--- src/lssd_pkg.sv ---
// ----------------------------------------------------------------------------
// lssd_pkg - shared types and constants
// Field widths, driver register map, configuration indexes and reset values
// for the LED shadow sync block.
// ----------------------------------------------------------------------------
package lssd_pkg;

	localparam int LED_W     = 4;            // width of an LED index
	localparam int LED_SLOTS = 1 << LED_W;   // addressable LED slots
	localparam int GROUPS    = 4;            // packed 4-LED state groups
	localparam int GRP_W     = 2;
	localparam int ST_W      = 2;
	localparam int PWR_W     = 8;
	localparam int ADDR_W    = 5;
	localparam int MASK_W    = 15;
	localparam int TMO_W     = 16;
	localparam int SYNC_W    = 8;
	localparam int CFG_IDX_W = 3;
	localparam int CFG_W     = 16;

	localparam logic [ADDR_W-1:0] PWR_BASE = 5'd2;
	localparam logic [ADDR_W-1:0] GRP_BASE = 5'd20;
	localparam logic [ST_W-1:0]   ST_MASK  = 2'h3;
	localparam logic [PWR_W-1:0]  PWR_FULL = 8'hFF;

	localparam logic [PWR_W-1:0]  DIM_RST    = 8'd32;
	localparam logic [PWR_W-1:0]  BRIGHT_RST = 8'd255;
	localparam logic [TMO_W-1:0]  TMO_RST    = 16'd300;
	localparam logic [SYNC_W-1:0] PERIOD_RST = 8'd10;
	localparam logic [MASK_W-1:0] MASK_RST   = 15'd0;

	typedef enum logic [CFG_IDX_W-1:0] {
		CFG_DIM     = 3'd0,
		CFG_BRIGHT  = 3'd1,
		CFG_TIMEOUT = 3'd2,
		CFG_PERIOD  = 3'd3,
		CFG_MASK    = 3'd4
	} cfg_idx_t;

	typedef enum logic [1:0] {
		MODE_SET_STATE = 2'd0,
		MODE_SET_POWER = 2'd1,
		MODE_TICK      = 2'd2
	} mode_t;

	typedef enum logic [1:0] {
		ST_IDLE,
		ST_SCAN,
		ST_FLUSH
	} fsm_t;

	typedef struct packed {
		logic [PWR_W-1:0]  dim;
		logic [PWR_W-1:0]  bright;
		logic [TMO_W-1:0]  timeout;
		logic [SYNC_W-1:0] period;
		logic [MASK_W-1:0] mask;
	} cfg_t;

	// controller to shadow store
	typedef struct packed {
		logic              set_state;
		logic              set_power;
		logic [LED_W-1:0]  idx;
		logic [PWR_W-1:0]  val;
		logic              mask_en;
		logic [PWR_W-1:0]  level;
		logic              copy_power;
		logic              copy_group;
		logic [LED_W-1:0]  rd_led;
		logic [GRP_W-1:0]  rd_grp;
	} shd_cmd_t;

	// shadow store to controller
	typedef struct packed {
		logic [PWR_W-1:0] want_pwr;
		logic [PWR_W-1:0] sent_pwr;
		logic [PWR_W-1:0] want_grp;
		logic [PWR_W-1:0] sent_grp;
	} shd_rd_t;

endpackage

--- src/led_shadow_sync_with_idle_dimming_core.sv ---
// ----------------------------------------------------------------------------
// led_shadow_sync_with_idle_dimming_core - LED driver shadow synchronizer
// Keeps wanted and sent LED shadows, dims backlit LEDs when idle and turns
// shadow differences into driver register writes.
// ----------------------------------------------------------------------------
// Usage:
//   s_* carries one request per item: s_tuser selects set state, set
//   brightness or tick. A tick runs the idle rule and, every sync period,
//   a sync scan that walks NUM_LEDS brightness entries and four state
//   groups through one comparator, one per cycle unless the receiver stalls
//   while two writes are waiting. m_* carries driver writes (address,
//   byte); m_tlast marks the final write of a tick. Quiet ticks and set
//   requests produce nothing. s_tready is low during the scan.
//   A found write is held back until the next one is found or the scan ends,
//   then moves to the output register; a stalled receiver holds the scan
//   only when a third write is due; a lone write waits for the scan to end.
//   Reset (arst_n low) restores shadows, counters, config and valid flags, not the
//   write address/data registers; the first sync rewrites every state group.
//   Configuration is written through cfg_we / cfg_addr / cfg_data while idle.
// ----------------------------------------------------------------------------
module led_shadow_sync_with_idle_dimming_core import lssd_pkg::*; #(
	parameter int NUM_LEDS = 15
) (
	input  logic                 clk,
	input  logic                 arst_n,
	input  logic                 s_tvalid,
	output logic                 s_tready,
	input  logic [15:0]          s_tdata,   // led_index[3:0], value[11:4], key_pressed[12]
	input  logic [1:0]           s_tuser,   // mode[1:0]
	output logic                 m_tvalid,
	input  logic                 m_tready,
	output logic [15:0]          m_tdata,   // reg_addr[4:0], reg_data[12:5]
	output logic                 m_tlast,
	input  logic                 cfg_we,
	input  logic [CFG_IDX_W-1:0] cfg_addr,
	input  logic [CFG_W-1:0]     cfg_data
);

	cfg_t              cfg_q;
	shd_cmd_t          cmd;
	shd_rd_t           rd;
	logic [ADDR_W-1:0] out_addr;
	logic [PWR_W-1:0]  out_data;

	always_ff @(posedge clk or negedge arst_n) begin
		if (!arst_n) begin
			cfg_q.dim     <= DIM_RST;
			cfg_q.bright  <= BRIGHT_RST;
			cfg_q.timeout <= TMO_RST;
			cfg_q.period  <= PERIOD_RST;
			cfg_q.mask    <= MASK_RST;
		end else if (cfg_we) begin
			unique case (cfg_idx_t'(cfg_addr))
				CFG_DIM:     cfg_q.dim     <= cfg_data[PWR_W-1:0];
				CFG_BRIGHT:  cfg_q.bright  <= cfg_data[PWR_W-1:0];
				CFG_TIMEOUT: cfg_q.timeout <= cfg_data[TMO_W-1:0];
				CFG_PERIOD:  cfg_q.period  <= cfg_data[SYNC_W-1:0];
				CFG_MASK:    cfg_q.mask    <= cfg_data[MASK_W-1:0];
				default: ;
			endcase
		end
	end

	lssd_ctrl #(
		.NUM_LEDS (NUM_LEDS)
	) u_ctrl (
		.clk       (clk),
		.arst_n    (arst_n),
		.cfg       (cfg_q),
		.in_valid  (s_tvalid),
		.in_ready  (s_tready),
		.in_mode   (s_tuser),
		.in_idx    (s_tdata[3:0]),
		.in_val    (s_tdata[11:4]),
		.in_key    (s_tdata[12]),
		.out_valid (m_tvalid),
		.out_ready (m_tready),
		.out_addr  (out_addr),
		.out_data  (out_data),
		.out_last  (m_tlast),
		.cmd       (cmd),
		.rd        (rd)
	);

	lssd_shadow #(
		.NUM_LEDS (NUM_LEDS)
	) u_shadow (
		.clk    (clk),
		.arst_n (arst_n),
		.cmd    (cmd),
		.cfg    (cfg_q),
		.rd     (rd)
	);

	assign m_tdata = {3'b000, out_data, out_addr};

endmodule

--- src/lssd_shadow.sv ---
// ----------------------------------------------------------------------------
// lssd_shadow - wanted and sent LED shadows
// Holds per-LED state and brightness shadows, applies set and masked writes,
// copies wanted to sent during a sync and packs the 4-LED state groups.
// ----------------------------------------------------------------------------
module lssd_shadow import lssd_pkg::*; #(
	parameter int NUM_LEDS = 15
) (
	input  logic     clk,
	input  logic     arst_n,
	input  shd_cmd_t cmd,
	input  cfg_t     cfg,
	output shd_rd_t  rd
);

	logic [ST_W-1:0]  want_st_q  [LED_SLOTS];
	logic [ST_W-1:0]  sent_st_q  [LED_SLOTS];
	logic [PWR_W-1:0] want_pwr_q [LED_SLOTS];
	logic [PWR_W-1:0] sent_pwr_q [LED_SLOTS];

	logic [LED_SLOTS-1:0] mask_x;
	logic                 idx_ok;

	assign mask_x = LED_SLOTS'(cfg.mask);
	assign idx_ok = {1'b0, cmd.idx} < (LED_W + 1)'(NUM_LEDS);

	always_ff @(posedge clk or negedge arst_n) begin
		if (!arst_n) begin
			for (int i = 0; i < LED_SLOTS; i++) begin
				want_st_q[i]  <= '0;
				sent_st_q[i]  <= ST_MASK;
				want_pwr_q[i] <= PWR_FULL;
				sent_pwr_q[i] <= PWR_FULL;
			end
		end else begin
			if (cmd.set_state && idx_ok) begin
				want_st_q[cmd.idx] <= cmd.val[ST_W-1:0];
			end
			if (cmd.set_power && idx_ok) begin
				want_pwr_q[cmd.idx] <= cmd.val;
			end
			if (cmd.mask_en) begin
				for (int i = 0; i < LED_SLOTS; i++) begin
					if (mask_x[i] && (i < NUM_LEDS)) begin
						want_pwr_q[i] <= cmd.level;
					end
				end
			end
			if (cmd.copy_power) begin
				sent_pwr_q[cmd.rd_led] <= want_pwr_q[cmd.rd_led];
			end
			if (cmd.copy_group) begin
				for (int k = 0; k < 4; k++) begin
					sent_st_q[{cmd.rd_grp, 2'(k)}] <= want_st_q[{cmd.rd_grp, 2'(k)}];
				end
			end
		end
	end

	// bit 0 is always clear; the top bit of the fourth slot falls off the byte
	always_comb begin
		logic [LED_W-1:0] lid;
		logic [ST_W-1:0]  ws;
		logic [ST_W-1:0]  ss;
		rd.want_pwr = want_pwr_q[cmd.rd_led];
		rd.sent_pwr = sent_pwr_q[cmd.rd_led];
		rd.want_grp = '0;
		rd.sent_grp = '0;
		for (int k = 0; k < 4; k++) begin
			lid = {cmd.rd_grp, 2'(k)};
			if ({1'b0, lid} < (LED_W + 1)'(NUM_LEDS)) begin
				ws = want_st_q[lid];
				ss = sent_st_q[lid];
			end else begin
				ws = '0;
				ss = '0;
			end
			rd.want_grp[2*k+1] = ws[0];
			rd.sent_grp[2*k+1] = ss[0];
			if (k < 3) begin
				rd.want_grp[2*k+2] = ws[1];
				rd.sent_grp[2*k+2] = ss[1];
			end
		end
	end

endmodule

--- src/lssd_ctrl.sv ---
// ----------------------------------------------------------------------------
// lssd_ctrl - item sequencer and sync scanner
// Runs the idle and sync counters on ticks, then walks the brightness entries
// and state groups through one shared comparator, emitting driver writes.
// ----------------------------------------------------------------------------
module lssd_ctrl import lssd_pkg::*; #(
	parameter int NUM_LEDS = 15
) (
	input  logic              clk,
	input  logic              arst_n,
	input  cfg_t              cfg,
	input  logic              in_valid,
	output logic              in_ready,
	input  logic [1:0]        in_mode,
	input  logic [LED_W-1:0]  in_idx,
	input  logic [PWR_W-1:0]  in_val,
	input  logic              in_key,
	output logic              out_valid,
	input  logic              out_ready,
	output logic [ADDR_W-1:0] out_addr,
	output logic [PWR_W-1:0]  out_data,
	output logic              out_last,
	output shd_cmd_t          cmd,
	input  shd_rd_t           rd
);

	localparam int SCAN_N = NUM_LEDS + GROUPS;
	localparam int SCAN_W = $clog2(SCAN_N);
	localparam logic [SCAN_W-1:0] SCAN_END  = SCAN_W'(SCAN_N - 1);
	localparam logic [SCAN_W-1:0] SCAN_GRP0 = SCAN_W'(NUM_LEDS);

	fsm_t state_q, state_d;

	logic [SCAN_W-1:0] scan_q;
	logic [TMO_W-1:0]  idle_q, idle_d;
	logic              bright_q, bright_d;
	logic [SYNC_W-1:0] sync_q, sync_d;
	logic              pend_valid_q;
	logic [ADDR_W-1:0] pend_addr_q;
	logic [PWR_W-1:0]  pend_data_q;
	logic              out_valid_q;
	logic [ADDR_W-1:0] out_addr_q;
	logic [PWR_W-1:0]  out_data_q;
	logic              out_last_q;

	logic              accept, tick, start_sync, sync_hit;
	logic              is_pwr, differ, slot_free, advance;
	logic              push_mid, push_end, take_new;
	logic [PWR_W-1:0]  cmp_a, cmp_b;
	logic [LED_W-1:0]  led_idx;
	logic [GRP_W-1:0]  grp_idx;
	logic [ADDR_W-1:0] new_addr;
	logic [TMO_W-1:0]  idle_inc;
	logic [SYNC_W-1:0] sync_inc;
	logic              mask_en;
	logic [PWR_W-1:0]  mask_level;

	assign in_ready  = (state_q == ST_IDLE);
	assign accept    = in_valid && in_ready;
	assign tick      = accept && (in_mode == MODE_TICK);
	assign slot_free = !out_valid_q || out_ready;

	// idle rule and sync counter
	assign idle_inc = idle_q + 1'b1;
	always_comb begin
		idle_d     = idle_q;
		bright_d   = bright_q;
		mask_en    = 1'b0;
		mask_level = cfg.bright;
		if (in_key) begin
			idle_d = '0;
			if (!bright_q) begin
				bright_d = 1'b1;
				mask_en  = tick;
			end
		end else if (idle_q < cfg.timeout) begin
			idle_d = idle_inc;
			if ((idle_inc >= cfg.timeout) && bright_q) begin
				bright_d   = 1'b0;
				mask_en    = tick;
				mask_level = cfg.dim;
			end
		end
	end

	always_comb begin
		sync_inc = (sync_q < cfg.period) ? sync_q + 1'b1 : sync_q;
		sync_hit = (sync_inc >= cfg.period);
		sync_d   = sync_hit ? '0 : sync_inc;
	end

	assign start_sync = tick && sync_hit;

	// shared comparator over brightness entries, then packed groups
	assign is_pwr  = (scan_q < SCAN_GRP0);
	assign led_idx = LED_W'(scan_q);
	assign grp_idx = GRP_W'(scan_q - SCAN_GRP0);
	assign cmp_a   = is_pwr ? rd.want_pwr : rd.want_grp;
	assign cmp_b   = is_pwr ? rd.sent_pwr : rd.sent_grp;
	assign differ  = (cmp_a != cmp_b);
	assign new_addr = is_pwr ? PWR_BASE + ADDR_W'(led_idx) : GRP_BASE + ADDR_W'(grp_idx);

	// next state
	always_comb begin
		state_d = state_q;
		unique case (state_q)
			ST_IDLE: begin
				if (start_sync) state_d = ST_SCAN;
			end
			ST_SCAN: begin
				if (advance && (scan_q == SCAN_END)) state_d = ST_FLUSH;
			end
			ST_FLUSH: begin
				if (!pend_valid_q || slot_free) state_d = ST_IDLE;
			end
			default: state_d = ST_IDLE;
		endcase
	end

	// outputs of the sequencer
	always_comb begin
		advance  = 1'b0;
		push_mid = 1'b0;
		push_end = 1'b0;
		unique case (state_q)
			ST_IDLE: ;
			ST_SCAN: begin
				// a second write can only go out once the held one has a slot
				advance  = !differ || !pend_valid_q || slot_free;
				push_mid = differ && pend_valid_q && slot_free;
			end
			ST_FLUSH: begin
				push_end = pend_valid_q && slot_free;
			end
			default: ;
		endcase
		take_new = advance && differ;

		cmd            = '0;
		cmd.set_state  = accept && (in_mode == MODE_SET_STATE);
		cmd.set_power  = accept && (in_mode == MODE_SET_POWER);
		cmd.idx        = in_idx;
		cmd.val        = in_val;
		cmd.mask_en    = mask_en;
		cmd.level      = mask_level;
		cmd.copy_power = take_new && is_pwr;
		cmd.copy_group = take_new && !is_pwr;
		cmd.rd_led     = led_idx;
		cmd.rd_grp     = grp_idx;
	end

	always_ff @(posedge clk or negedge arst_n) begin
		if (!arst_n) begin
			state_q      <= ST_IDLE;
			scan_q       <= '0;
			idle_q       <= '0;
			bright_q     <= 1'b0;
			sync_q       <= PERIOD_RST;
			pend_valid_q <= 1'b0;
			out_valid_q  <= 1'b0;
		end else begin
			state_q <= state_d;
			if (tick) begin
				idle_q   <= idle_d;
				bright_q <= bright_d;
				sync_q   <= sync_d;
			end
			if (start_sync) begin
				scan_q <= '0;
			end else if (advance) begin
				scan_q <= scan_q + 1'b1;
			end
			if (take_new) begin
				pend_valid_q <= 1'b1;
			end else if (push_end) begin
				pend_valid_q <= 1'b0;
			end
			if (push_mid || push_end) begin
				out_valid_q <= 1'b1;
			end else if (out_ready) begin
				out_valid_q <= 1'b0;
			end
		end
	end

	always_ff @(posedge clk) begin
		if (take_new) begin
			pend_addr_q <= new_addr;
			pend_data_q <= cmp_a;
		end
		if (push_mid || push_end) begin
			out_addr_q <= pend_addr_q;
			out_data_q <= pend_data_q;
			out_last_q <= push_end;
		end
	end

	assign out_valid = out_valid_q;
	assign out_addr  = out_addr_q;
	assign out_data  = out_data_q;
	assign out_last  = out_last_q;

endmodule

--- config.mk ---
export PLATFORM = sky130hd
export DESIGN_NAME = led_shadow_sync_with_idle_dimming_core
export DESIGN_NICKNAME = d
export VERILOG_FILES = /design/src/lssd_pkg.sv /design/src/led_shadow_sync_with_idle_dimming_core.sv /design/src/lssd_shadow.sv /design/src/lssd_ctrl.sv
export SDC_FILE = /design/constraint.sdc
export NUM_CORES = 1
export LEC_CHECK = 0
export BUFFER_PORTS_ARGS = -buffer_cell sky130_fd_sc_hd__buf_2
export CORE_ASPECT_RATIO = 1.2
export CORE_MARGIN = 2
export CORE_UTILIZATION = 27
export CTS_CLUSTER_DIAMETER = 80
export CTS_CLUSTER_SIZE = 20
export DETAILED_ROUTE_END_ITERATION = 8
export GPL_TIMING_DRIVEN = 0
export SYNTH_ARGS = -nofsm -noshare
export SYNTH_HDL_FRONTEND = slang
export SYNTH_HIERARCHICAL = 1
export SYNTH_SLANG_ARGS = --single-unit
--- constraint.sdc ---
create_clock -name clk -period 4.45 [get_ports clk]
set_clock_uncertainty 0.1 [all_clocks]
set_input_delay 0.2225 -clock clk [delete_from_list [all_inputs] [get_ports clk]]
set_output_delay 0.2225 -clock clk [all_outputs]
set_load 0.1 [all_outputs]
==> flow_summary.ini <==
[outcome]
status = finished, final reports clean

[drt]
met3WireLength_mm = 2.98
highest_layer = met4
wl_met2_mm = 30.3
viasPerCell = 5.04
drt_first_pass_iters = 5
drc = 0
drt_iter0_drc = 1203
avgRoutedWirePerCell_um = 19.5
ant_nets = 0
vias = 16200
routed_wl_mm = 62.9
met1_length_mm = 26.5

[worst_setup_path]
path_max_fanout = 11
start_kind = flop
endpoint_kind = flop
cp.required_ns = 4.87
cp.arrival_ns = 4.74
worstSetupPathType = flop to flop

[timing]
fin_worst_hold_slack_ns = 0.0397
tightest_slew_ns = 0.946
final-setup-viol-count = 0
hold_violations = 0
max-slew-margin-rel = 0.368
fin_crit_sh = 0.971
max_freq_mhz = 231
slew_viol_final = 0
fin_crit_ns = 4.32

[clock_tree]
clockBufferDepth = 3
cts_tree = yes
htree_levels = 1
clock_sinks = 427
cts_root_buf = clkbuf_16
clk_pin_slew_ns = 0.09
clock_latency_ns = 0.60
cts_buffers = 27

[synth]
ys.flop_type = dfstp_2
synth.top_cell.area_share = 0.349
synth_top_area_cell = dfstp_2
synth-edff-count = 27
synth_cell_types = 72
synth_area_leaders = dfstp_2, mux2_2, dfrtp_1, mux4_2, edfxtp_1
synth.avg_cell_area_um2 = 11.6
synth-seq-area-share = 0.495
async_flop_share = 0.937
ys_ff_latch = 427
synth_cells = 1942
syn-cell-area_um2 = 22600
yosysWarnings = 6

[global_routing]
first_global_vias = 16400
grt_first_pass_wirelength_mm = 98.7
grt_start_max_net_pins = 114
antenna_found_initial = 0
overflow = 0
grt_usage = 0.146

[final_layout]
final_cells = 3221
fin_nets = 2178
fillers = 8366
layout-drive-gt1-share = 0.431
area_growth_pct = 15.6
num_antenna_cells = 0

[hold_path]
hold_path.class = primary input to flop

[power]
p_leak_uw = 0.0103
ir_worst_vdd_uv = 328
p_per_area_nw_per_um2 = 656

[floorplan]
core_area_um2 = 83200
die_area_um2 = 86100
initial_core_util = 0.272
die_h_um = 321
die_w_um = 268
ioPinCount = 61
row_count = 116

[place]
dp_cells = 3111
dp_hpwl_mm = 46.1
io_buffers = 42
place_congestion = 0.912

[run]
maxCapViolCount = 0
layer usage:
layer	vias to the layer above	GRT usage
met2	496	0.247
met3	122	0.0170
met1	8231	0.186
met4	0	0.0679
met5	-	0
li1	7398	-
power breakdown:
group          internal [µW]  leakage (µW)  switching [µW]  total (µW)
combinational           3340       0.00531            4480        7820
clock                   1150      0.000393            1380        2530
sequential              6050       0.00461             745        6790
flip-flops by register name, summed over array words and instances, names as in the netlist:
name,cells
u_ctrl/out_data,8
u_ctrl/sync_q,8
u_shadow/want_pwr_q,128
u_ctrl/state_q,2
u_ctrl/out_addr,5
u_ctrl/pend_data_q,8
u_ctrl/out_valid,1
u_ctrl/pend_valid_q,1
u_shadow/sent_pwr_q,128
u_shadow/want_st_q,28
u_shadow/sent_st_q,27
u_ctrl/bright_q,1
u_ctrl/idle_q,16
cfg_q,55
u_ctrl/out_last,1
u_ctrl/scan_q,5
u_ctrl/pend_addr_q,5
Yosys cell counts (5+ instances only):
cell	number
nor2b_1	10
mux4_2	77
a21oi_1	17
o311ai_0	6
or3_1	8
clkbuf_1	99
xnor2_1	22
o21ai_0	145
a31oi_1	120
nand3_1	149
a21o_1	17
nor3_1	9
a22oi_1	34
xor2_1	8
nand2_1	73
buf_1	5
edfxtp_1	27
ha_1	52
nand4_1	20
buf_4	28
nor2_1	154
o211ai_1	9
inv_1	47
buf_6	6
mux2_1	21
dfstp_2	300
nand3b_1	9
buf_2	32
and3_1	7
nor2_2	9
nor3b_1	5
mux2_2	225
mux2i_1	21
dfrtp_1	100
nand2b_1	11
metrics by stage:
| stage | setup TNS, ns | instance area [µm²] | power, µW | worst slack, ns | util |
|---|---|---|---|---|---|
| 6_report | 0 | 26100 | 17100 | 0.128 | 0.314 |
| 3_5_place_dp | -192.98 | 24300 | 13800 | -1.12 | 0.293 |
| 5_1_grt | -0.206 | 26100 | 18200 | -0.0241 | 0.314 |
| 3_3_place_gp | -1413.77 | 24200 | 13700 | -5.08 | 0.291 |
| 4_1_cts | 0 | 25900 | 17000 | 0.00151 | 0.311 |
| 2_1_floorplan | 0 | 22600 | 11700 | 0.251 | - |
cell usage in the layout, fill, tap and decap left out, types with 27 or more instances in the layout:
cell         n
inv_1       46
nor2_1     150
buf_2       65
nand2_1     57
nand3_1    148
ha_1        52
edfxtp_1    27
mux4_2      77
mux2_2     225
clkbuf_1    75
dfrtp_1     96
clkbuf_16   28
buf_4       78
dfstp_2    300
o21ai_0    145
a31oi_1    120
repair_timing:
| item | CTS | global route |
|---|---|---|
| setup buffers | 28 | 16 |
| pin swaps | 9 | 8 |
| resized for setup | 89 | 57 |
| hold endpoints to repair | 151 | 1 |
| gates cloned | 0 | 1 |
| endpoints found under the setup margin | 302 | 262 |
| hold buffers | 25 | 1 |
layout make-up:
class / instances / area (µm²) / share of cell area
Inverter: 47 / 180 / 0.00689
Clock inverter: 10 / 78.8 / 0.00302
Clock buffer: 35 / 716 / 0.0274
Multi-Input combinational cell: 1300 / 10700 / 0.408
Tap cell: 1121 / 1400 / 0.0537
Buffer: 164 / 960 / 0.0367
Timing Repair Buffer: 117 / 926 / 0.0354
Sequential cell: 427 / 11200 / 0.428
final timing paths:
| kind | from | to | slack, ns | cells after the start |
|---|---|---|---|---|
| hold reg to reg | u_ctrl/pend_data_q[3] | u_ctrl/out_data[3] | 0.32 | 0 |
| min in group asynchronous | arst_n | u_shadow/want_pwr_q[82] | 0.56 | 2 |
| setup / recovery | u_ctrl/scan_q[0] | u_shadow/sent_pwr_q[85] | 0.13 | 16 |
| max in group asynchronous | arst_n | u_shadow/sent_st_q[18] | 2.59 | 4 |
| setup reg to reg | u_ctrl/scan_q[0] | u_shadow/sent_pwr_q[85] | 0.13 | 16 |
| hold / removal | cfg_addr[2] | cfg_q[51] | 0.04 | 3 |
worst max-delay path: stages (launching register included):
cell and delay, ns:
dfrtp_2 0.37, buf_4 0.15, buf_12 0.16, buf_12 0.16
mux4_2 0.58, a22oi_2 0.34, nand2_2 0.13, mux2i_2 0.21
xnor2_1 0.11, nand4_1 0.16, nor3_1 0.11, or3_4 0.43
nor2_4 0.22, nor3b_4 0.30, and3_1 0.20, buf_6 0.15
mux2_2 0.34
logic make-up after synthesis:
logic type               synth area share
multiplexers                        0.209
XOR/XNOR                           0.0116
adder cells (fa/ha/maj)            0.0288
AND/OR/NAND/NOR                     0.108
AO/OA/AOI/OAI                       0.103
buffers and inverters              0.0450
other                            0.000332
flip-flops                          0.495
Power figures use the tool's default switching activity.
